<file path="config.mk">
export PLATFORM = sky130hd
export DESIGN_NAME = autosave_deadline_scheduler_unit
export DESIGN_NICKNAME = d
export VERILOG_FILES = /design/src/design/ads_pkg.sv /design/src/design/autosave_deadline_scheduler_unit.sv
export VERILOG_INCLUDE_DIRS = /design/src /design/src/design
export SDC_FILE = /design/constraint.sdc
export NUM_CORES = 2
export LEC_CHECK = 0
export BUFFER_PORTS_ARGS = -buffer_cell sky130_fd_sc_hd__buf_2
export CORE_UTILIZATION = 35
export CTS_BUF_LIST = sky130_fd_sc_hd__clkbuf_8
export DETAILED_ROUTE_END_ITERATION = 8
export RECOVER_POWER = 50
export SKIP_LAST_GASP = 1
export SYNTH_ARGS = -nofsm -noshare
export SYNTH_HDL_FRONTEND = slang
export SYNTH_SLANG_ARGS = --single-unit
</file>
<file path="constraint.sdc">
create_clock -name i_clk -period 26.7 [get_ports i_clk]
set_input_delay 4.005 -clock i_clk [delete_from_list [all_inputs] [get_ports i_clk]]
set_output_delay 4.005 -clock i_clk [all_outputs]
set_load 0.05 [all_outputs]
</file>
<file path="src/design/assert_macros.svh">
// Assertion macros used by the scheduler unit.
`ifndef ASSERT_MACROS_SVH
`define ASSERT_MACROS_SVH

// Property that must hold at every clock edge outside reset.
`define ASSERT_ALWAYS(lbl, expr) \
    lbl: assert property (@(posedge i_clk) disable iff (!i_rst_n) (expr)) \
        else $error("assertion failed");

// Implication checked at every clock edge outside reset.
`define ASSERT_IMPLIES(lbl, ante, cons) \
    lbl: assert property (@(posedge i_clk) disable iff (!i_rst_n) (ante) |-> (cons)) \
        else $error("assertion failed");

`endif

</file>
<file path="src/design/ads_pkg.sv">
// Types and codes of the autosave deadline scheduler.
`timescale 1ns / 1ps
package ads_pkg;

    localparam int SLOTS_DEF     = 16;
    localparam int TIME_BITS_DEF = 48;
    localparam int MAX_RESULTS   = 16;

    localparam logic [2:0] ACT_TICK   = 3'd0;
    localparam logic [2:0] ACT_ADD    = 3'd1;
    localparam logic [2:0] ACT_REMOVE = 3'd2;
    localparam logic [2:0] ACT_TRIG   = 3'd3;
    localparam logic [2:0] ACT_MARK   = 3'd4;
    localparam logic [2:0] ACT_CLEAR  = 3'd5;

    localparam logic [2:0] EV_CHECKED = 3'd0;
    localparam logic [2:0] EV_SAVE    = 3'd1;
    localparam logic [2:0] EV_BACKUP  = 3'd2;
    localparam logic [2:0] EV_NONE    = 3'd3;
    localparam logic [2:0] EV_ABSENT  = 3'd4;
    localparam logic [2:0] EV_PRESENT = 3'd5;
    localparam logic [2:0] EV_ACK     = 3'd6;

    typedef struct packed {
        logic [2:0]  action;
        logic [3:0]  slot;
        logic [47:0] now_time;
        logic [31:0] check_interval;
        logic [31:0] backup_interval;
    } t_in_item;

    typedef struct packed {
        logic [3:0] slot_out;
        logic [2:0] event_res;
        logic       last;
    } t_out_item;

endpackage

</file>
<file path="src/design/autosave_deadline_scheduler_unit.sv">
// Autosave deadline scheduler: slot table, deadline scan and shared saturating adder.
// Remove, mark, clear and add answer from S_DECODE; trigger goes on through S_RD, S_H1, S_H2, S_H3.
// A tick runs one full scan of the slot memory per result, plus a closing scan that finds
// nothing due, skipped once the results reach MAX_RESULTS; a scan reads one entry a cycle.
// One transaction at a time: busy falls as the last result shows; results cannot be stalled.
// Reset (synchronous, active low) clears active and changed marks; times stay unset.
`timescale 1ns / 1ps
`include "assert_macros.svh"
module autosave_deadline_scheduler_unit #(
    parameter int SLOTS     = ads_pkg::SLOTS_DEF,
    parameter int TIME_BITS = ads_pkg::TIME_BITS_DEF
) (
    input  logic              i_clk,
    input  logic              i_rst_n,
    input  logic              start,
    input  ads_pkg::t_in_item i_item,
    output logic              busy,
    output logic              o_res_valid,
    output ads_pkg::t_out_item o_res
);
    import ads_pkg::*;

    localparam int IW = (SLOTS > 1) ? $clog2(SLOTS) : 1;
    localparam int CW = $clog2(SLOTS + 1);
    localparam int RW = $clog2(MAX_RESULTS + 1);
    localparam logic [TIME_BITS-1:0] NEVER = '1;

    typedef struct packed {
        logic [TIME_BITS-1:0] dl;
        logic [TIME_BITS-1:0] chk;
        logic [TIME_BITS-1:0] bak;
        logic [31:0]          cp;
        logic [31:0]          bd;
    } t_entry;

    typedef enum logic [7:0] {
        S_IDLE     = 8'b0000_0001,
        S_DECODE   = 8'b0000_0010,
        S_SCAN     = 8'b0000_0100,
        S_SCAN_END = 8'b0000_1000,
        S_RD       = 8'b0001_0000,
        S_H1       = 8'b0010_0000,
        S_H2       = 8'b0100_0000,
        S_H3       = 8'b1000_0000
    } t_state;

    function automatic logic [TIME_BITS-1:0] sat_add(input logic [TIME_BITS-1:0] a,
                                                     input logic [31:0] b);
        logic [TIME_BITS:0] s;
        s = {1'b0, a} + (TIME_BITS + 1)'(b);
        if (s >= {1'b0, NEVER}) begin
            return NEVER - TIME_BITS'(1);
        end
        return s[TIME_BITS-1:0];
    endfunction

    t_state               r_state, n_state;
    t_in_item             r_item, n_item;
    logic [SLOTS-1:0]     r_active, n_active;
    logic [SLOTS-1:0]     r_changed, n_changed;
    logic [SLOTS-1:0]     r_done, n_done;
    logic [CW-1:0]        r_scan, n_scan;
    logic                 r_tag_v, n_tag_v;
    logic [IW-1:0]        r_tag, n_tag;
    logic                 r_found, n_found;
    logic [IW-1:0]        r_best, n_best;
    logic [TIME_BITS-1:0] r_bt, n_bt;
    logic [IW-1:0]        r_sel, n_sel;
    logic                 r_force, n_force;
    logic [2:0]           r_ev, n_ev;
    logic [TIME_BITS-1:0] r_nbak, n_nbak;
    logic [TIME_BITS-1:0] r_nchk, n_nchk;
    logic [RW-1:0]        r_cnt, n_cnt;
    logic                 r_pend_v, n_pend_v;
    logic [IW-1:0]        r_pend_slot, n_pend_slot;
    logic [2:0]           r_pend_ev, n_pend_ev;
    logic                 r_out_v, n_out_v;
    t_out_item            r_out, n_out;

    t_entry               r_mem [SLOTS];
    t_entry               r_rd;
    logic                 mem_we;
    logic [IW-1:0]        mem_waddr;
    logic [IW-1:0]        mem_raddr;
    t_entry               mem_wdata;

    logic [TIME_BITS-1:0] now_t;
    logic [31:0]          ci_fix;
    logic [31:0]          bi_fix;
    logic [31:0]          su_b;
    logic [TIME_BITS-1:0] su_out;
    logic                 slot_ok;
    logic [IW-1:0]        sel_idx;
    logic                 present;
    logic                 due_chk;

    assign now_t   = TIME_BITS'(r_item.now_time);
    assign ci_fix  = (r_item.check_interval == 32'd0) ? 32'd1 : r_item.check_interval;
    assign bi_fix  = (r_item.backup_interval == 32'd0) ? 32'd1 : r_item.backup_interval;
    assign slot_ok = 8'(r_item.slot) < 8'(SLOTS);
    assign sel_idx = IW'(r_item.slot);
    assign present = slot_ok && r_active[sel_idx];
    assign due_chk = r_force || (now_t >= r_rd.chk);

    // The one saturating adder, shared by add, backup re-arm and check re-arm.
    always_comb begin
        case (r_state)
            S_H1:    su_b = r_rd.bd;
            S_H2:    su_b = r_rd.cp;
            default: su_b = ci_fix;
        endcase
    end
    assign su_out = sat_add(now_t, su_b);

    assign mem_raddr = (r_state == S_SCAN) ? r_scan[IW-1:0] : r_sel;

    always_ff @(posedge i_clk) begin
        if (mem_we) begin
            r_mem[mem_waddr] <= mem_wdata;
        end
        r_rd <= r_mem[mem_raddr];
    end

    always_comb begin
        n_state     = r_state;
        n_item      = r_item;
        n_active    = r_active;
        n_changed   = r_changed;
        n_done      = r_done;
        n_scan      = r_scan;
        n_tag_v     = 1'b0;
        n_tag       = r_scan[IW-1:0];
        n_found     = r_found;
        n_best      = r_best;
        n_bt        = r_bt;
        n_sel       = r_sel;
        n_force     = r_force;
        n_ev        = r_ev;
        n_nbak      = r_nbak;
        n_nchk      = r_nchk;
        n_cnt       = r_cnt;
        n_pend_v    = r_pend_v;
        n_pend_slot = r_pend_slot;
        n_pend_ev   = r_pend_ev;
        n_out_v     = 1'b0;
        n_out       = r_out;
        mem_we      = 1'b0;
        mem_waddr   = r_sel;
        mem_wdata   = r_rd;

        // Compare stage of the scan: the entry read last cycle against the best so far.
        if (r_tag_v && (r_rd.dl <= now_t) && (!r_found || (r_rd.dl < r_bt))) begin
            n_found = 1'b1;
            n_best  = r_tag;
            n_bt    = r_rd.dl;
        end

        case (r_state)
            S_IDLE: begin
                if (start) begin
                    n_item  = i_item;
                    n_state = S_DECODE;
                end
            end
            S_DECODE: begin
                n_state = S_IDLE;
                n_out   = '{slot_out: r_item.slot, event_res: EV_ACK, last: 1'b1};
                case (r_item.action)
                    ACT_TICK: begin
                        n_done   = '0;
                        n_cnt    = '0;
                        n_pend_v = 1'b0;
                        n_scan   = '0;
                        n_found  = 1'b0;
                        n_force  = 1'b0;
                        n_state  = S_SCAN;
                    end
                    ACT_CLEAR: begin
                        n_active          = '0;
                        n_out_v           = 1'b1;
                        n_out.slot_out    = 4'd0;
                    end
                    ACT_ADD: begin
                        n_out_v = 1'b1;
                        if (!slot_ok) begin
                            n_out.event_res = EV_ABSENT;
                        end else if (present) begin
                            n_out.event_res = EV_PRESENT;
                        end else begin
                            n_active[sel_idx]  = 1'b1;
                            n_changed[sel_idx] = 1'b0;
                            mem_we             = 1'b1;
                            mem_waddr          = sel_idx;
                            mem_wdata          = '{dl: su_out, chk: su_out, bak: NEVER,
                                                   cp: ci_fix, bd: bi_fix};
                        end
                    end
                    ACT_REMOVE: begin
                        n_out_v = 1'b1;
                        if (!present) begin
                            n_out.event_res = EV_ABSENT;
                        end else begin
                            n_active[sel_idx] = 1'b0;
                        end
                    end
                    ACT_MARK: begin
                        n_out_v = 1'b1;
                        if (!present) begin
                            n_out.event_res = EV_ABSENT;
                        end else begin
                            n_changed[sel_idx] = 1'b1;
                        end
                    end
                    ACT_TRIG: begin
                        if (!present) begin
                            n_out_v         = 1'b1;
                            n_out.event_res = EV_ABSENT;
                        end else begin
                            n_sel   = sel_idx;
                            n_force = 1'b1;
                            n_state = S_RD;
                        end
                    end
                    default: begin
                        n_state = S_IDLE;
                    end
                endcase
            end
            S_SCAN: begin
                if (r_scan == CW'(SLOTS)) begin
                    n_state = S_SCAN_END;
                end else begin
                    n_tag_v = r_active[r_scan[IW-1:0]] && !r_done[r_scan[IW-1:0]];
                    n_scan  = r_scan + CW'(1);
                end
            end
            S_SCAN_END: begin
                if (r_found) begin
                    if (r_pend_v) begin
                        n_out_v = 1'b1;
                        n_out   = '{slot_out: 4'(r_pend_slot), event_res: r_pend_ev,
                                    last: 1'b0};
                    end
                    n_sel   = r_best;
                    n_state = S_RD;
                end else begin
                    // Nothing more is due: close the tick with the held result, or with EV_NONE if none is held.
                    n_out_v = 1'b1;
                    if (r_pend_v) begin
                        n_out = '{slot_out: 4'(r_pend_slot), event_res: r_pend_ev,
                                  last: 1'b1};
                    end else begin
                        n_out = '{slot_out: 4'd0, event_res: EV_NONE, last: 1'b1};
                    end
                    n_state = S_IDLE;
                end
            end
            S_RD: begin
                n_state = S_H1;
            end
            S_H1: begin
                if (due_chk && r_changed[r_sel]) begin
                    n_ev             = EV_SAVE;
                    n_changed[r_sel] = 1'b0;
                    n_nbak           = su_out;
                end else if (now_t >= r_rd.bak) begin
                    n_ev   = EV_BACKUP;
                    n_nbak = NEVER;
                end else begin
                    n_ev   = EV_CHECKED;
                    n_nbak = r_rd.bak;
                end
                n_state = S_H2;
            end
            S_H2: begin
                n_nchk  = su_out;
                n_state = S_H3;
            end
            S_H3: begin
                mem_we    = 1'b1;
                mem_waddr = r_sel;
                mem_wdata = '{dl: (r_nchk < r_nbak) ? r_nchk : r_nbak, chk: r_nchk,
                              bak: r_nbak, cp: r_rd.cp, bd: r_rd.bd};
                if (r_item.action == ACT_TICK) begin
                    n_done[r_sel] = 1'b1;
                    n_cnt         = r_cnt + RW'(1);
                    if (r_cnt == RW'(MAX_RESULTS - 1)) begin
                        n_out_v  = 1'b1;
                        n_out    = '{slot_out: 4'(r_sel), event_res: r_ev, last: 1'b1};
                        n_pend_v = 1'b0;
                        n_state  = S_IDLE;
                    end else begin
                        // Hold the result until the next scan tells whether it is the last.
                        n_pend_v    = 1'b1;
                        n_pend_slot = r_sel;
                        n_pend_ev   = r_ev;
                        n_scan      = '0;
                        n_found     = 1'b0;
                        n_state     = S_SCAN;
                    end
                end else begin
                    n_out_v = 1'b1;
                    n_out   = '{slot_out: 4'(r_sel), event_res: r_ev, last: 1'b1};
                    n_state = S_IDLE;
                end
            end
            default: begin
                n_state = S_IDLE;
            end
        endcase
    end

    always_ff @(posedge i_clk) begin
        if (!i_rst_n) begin
            r_state   <= S_IDLE;
            r_active  <= '0;
            r_changed <= '0;
            r_done    <= '0;
            r_tag_v   <= 1'b0;
            r_found   <= 1'b0;
            r_cnt     <= '0;
            r_pend_v  <= 1'b0;
            r_out_v   <= 1'b0;
            r_force   <= 1'b0;
            r_scan    <= '0;
        end else begin
            r_state   <= n_state;
            r_active  <= n_active;
            r_changed <= n_changed;
            r_done    <= n_done;
            r_tag_v   <= n_tag_v;
            r_found   <= n_found;
            r_cnt     <= n_cnt;
            r_pend_v  <= n_pend_v;
            r_out_v   <= n_out_v;
            r_force   <= n_force;
            r_scan    <= n_scan;
        end
    end

    always_ff @(posedge i_clk) begin
        r_item      <= n_item;
        r_tag       <= n_tag;
        r_best      <= n_best;
        r_bt        <= n_bt;
        r_sel       <= n_sel;
        r_ev        <= n_ev;
        r_nbak      <= n_nbak;
        r_nchk      <= n_nchk;
        r_pend_slot <= n_pend_slot;
        r_pend_ev   <= n_pend_ev;
        r_out       <= n_out;
    end

    assign busy        = (r_state != S_IDLE);
    assign o_res_valid = r_out_v;
    assign o_res       = r_out;

    `ASSERT_IMPLIES(a_res_after_busy, o_res_valid, $past(busy))
    `ASSERT_IMPLIES(a_last_frees, o_res_valid && o_res.last, !busy)
    `ASSERT_ALWAYS(a_cnt_bound, r_cnt <= RW'(MAX_RESULTS))

endmodule

</file>
==> results.yml <==
pwr:
  power_mw: 11.9
  leakage_nw: 58.5
  peakVddDrop_v: 0.0000498
  power_density_mw_per_mm2: 67.5
clock_network:
  cts_root_buf: "clkbuf_8"
  cts-hold-fix-buffers: 0
  clockBufferDepth: 4
  h-tree-depth: 6
  cts_setup_buffers: 0
  cts_resized: 0
  cts_tree: "built"
  numCtsBuffers: 630
  clock-sinks: 3898
  path_clk_slew_ns: 0.06
  clk_latency_ns: 1.23
synth:
  synth_edf_count: 3615
  synthDistinctLibCells: 87
  async_flop_share_pct: 0
  synth_nets: 9096
  ys.flop_type: "edfxtp_1"
  ys_warn_count: 0
  synthesis.area_per_instance_sq_um: 18.0
  syn_area_sq_mm: 0.157
  synth_seq_cells: 3898
  netlist_instances: 8699
  seq_area_frac_synth_pct: 73.0
timing:
  finalHoldViolCount: 0
  setup_tns_ns: 0
  drv_slew: 3169
  worst_slew_pin_slew_ns: 10.24
  min_period_ns: 17.36
  fin_worst_skew_ns: 0.105
  maxSlewHeadroom_pct: -583
  final-setup-viol-count: 0
  rsz0062_at_grt: "false"
  fin_crit_sh_pct: 65.0
  max_freq_mhz: 57.6
status:
  status: "finished, violations left"
  violations: "max-capacitance violations, max-slew violations"
drt:
  wl_per_cell_um: 28.1
  routed_wl_mm: 439
  first_iter_violations: 9186
  dr.pass1.iters: 6
  vias_per_cell: 5.54
  ant_nets: 0
  drcViolationCount: 0
  vias: 86683
setup_path:
  cp_slowest_cell: "clkbuf_1"
  path_class: "reg -> reg"
  crit_top_cell: "clkbuf_1"
  path_cells: "mux4_2 > mux4_2 > inv_1 > and3_1 > clkbuf_1 > a22oi_1 > nor2_4 > clkbuf_1 > clkbuf_1 > buf_4"
  end_kind: "flop"
  worstSetupStartpointType: "flop"
  worst_ep_required_time_ns: 27.49
  arrival_ns: 18.15
  cp_max_fo: 95
  slowest_delay_ns: 6.82
cells_and_area:
  final_cell_mix: "3615 x edfxtp_1, 843 x mux4_2, 806 x nand2_1"
  nFillCells: 40071
  area_growth_pct: 12.5
  final_common_cell: "edfxtp_1"
  seq_area_sq_mm: 0.114
  multi_input_area_sq_mm: 0.0392
  drive_gt1_share_pct: 20.3
  final_nets: 9583
  final_util_pct: 39.6
  final_cells: 15648
floorplanning:
  dieArea_sq_mm: 0.450
  rows: 245
  die_w_um: 671
  core-area_sq_mm: 0.445
  die_height_um: 671
  floorplan.initialDensity_pct: 35.2
  io_pins: 132
placed_design:
  dp_cells: 14479
  port_buffers: 131
  globalplace.congestion: 0.901
  hpwl_mm: 246
global_routing:
  grt_pass1_vias: 87992
  antenna_found_initial: 12
  grt_pass1_wl_mm: 627
  gr-total-overflow: 0
  grt_util_all_layers_pct: 19.0
  grt_max_degree: 129
job:
  cap_viol_max_count: 71
min_path:
  hold_class: "reg -> reg"
==> synthesized netlist by cell type, types with 21 or more instances <==
cell type     n  area, sq um
nor3_1       42          210
a221o_1      56          561
nand4_1      67          419
a21oi_1     173          866
nand2b_1     27          169
xnor2_1      29          254
a21o_1       85          638
mux2_2       29          327
buf_2       159          796
edfxtp_1   3615       109000
o211ai_1     58          435
nand3_1      30          150
clkbuf_1    258          968
and2_1      232         1450
nand2_1     806         3030
o21ai_1      21          105
a211oi_1    229         1720
mux4_2      843        19000
nor2b_1      29          181
nor4_1       28          175
mux2i_1      26          260
nor2_1      260          976
a31oi_1     220         1380
inv_1       312         1170
dfxtp_1     283         5670
a22oi_1     104          781
o21ai_0     134          671
buf_1        33          124
ha_1        274         3430
==> layout make-up <==
| type | count | area share [%] |
|---|---|---|
| Timing Repair Buffer | 332 | 1.08 |
| Sequential cell | 3898 | 64.9 |
| Inverter | 315 | 0.672 |
| Multi-Input combinational cell | 4009 | 22.2 |
| Clock inverter | 466 | 1.51 |
| Tap cell | 5928 | 4.21 |
| Clock buffer | 693 | 5.42 |
| Antenna cell | 7 | 0.00995 |
==> worst paths after layout <==
check / cells past startpoint / from / end / slack (ns)
max: 10 / sel_idx[1] / r_mem[13][75] / 9.34
min: 0 / r_tag[2] / r_best[2] / 0.41
max reg2reg: 10 / sel_idx[1] / r_mem[13][75] / 9.34
min reg2reg: 0 / r_tag[2] / r_best[2] / 0.41
==> where the power goes <==
part / switching, mW / internal (mW) / total [mW]
registers: 0.0462 / 6.61 / 6.66
clock network: 2.41 / 2.56 / 4.97
logic: 0.184 / 0.0723 / 0.256
total: 2.64 / 9.24 / 11.9
==> per-stage QoR <==
stage	cell area (sq um)	setup slack, ns	hold slack (ns)
final	176000	9.34	0.406
after global routing	176000	8.90	0.379
after CTS	177000	18.23	0.392
after detailed placement	164000	18.25	0.390
after global placement	164000	18.20	0.387
after floorplan	157000	14.91	0.329
==> cells by family (layout without fill, tap and decap cells) <==
| logic type | count (synthesis) | count (layout) | share of synthesized area, % |
|---|---|---|---|
| simple gates | 1582 | 1582 | 4.62 |
| flops | 3898 | 3898 | 73.0 |
| compound gates | 1209 | 1209 | 5.33 |
| xor+xnor | 45 | 45 | 0.257 |
| buf+inv | 792 | 1806 | 2.11 |
| fa+ha+maj | 275 | 275 | 2.20 |
| mux | 898 | 898 | 12.5 |
| other cells | 0 | 7 | 0 |
==> worst max-delay path, delay by kind of cell (launching register included) <==
kind,cells,cell delay [ns]
AOI/OAI and AO/OA,1,0.82
buffers and inverters,5,12.38
DFF,1,0.81
muxes,2,1.03
and+or+nand+nor,2,1.63
==> metal layers <==
layer,global-route usage [%],wire [um]
met1,25.6,179000
met2,31.4,212000
met3,2.67,31200
met4,6.90,17000
met5,0,0
==> sequential cells by signal (all words and copies together) (netlist names), 5 cells and up, named ones only <==
name,count
r_bt,48
r_item,67
r_active,16
r_scan,5
r_nchk,48
r_nbak,48
r_done,16
r_state,8
r_rd,208
now_t,48
r_cnt,5
r_mem,3328
o_res,8
Power figures use the tool's default switching activity.
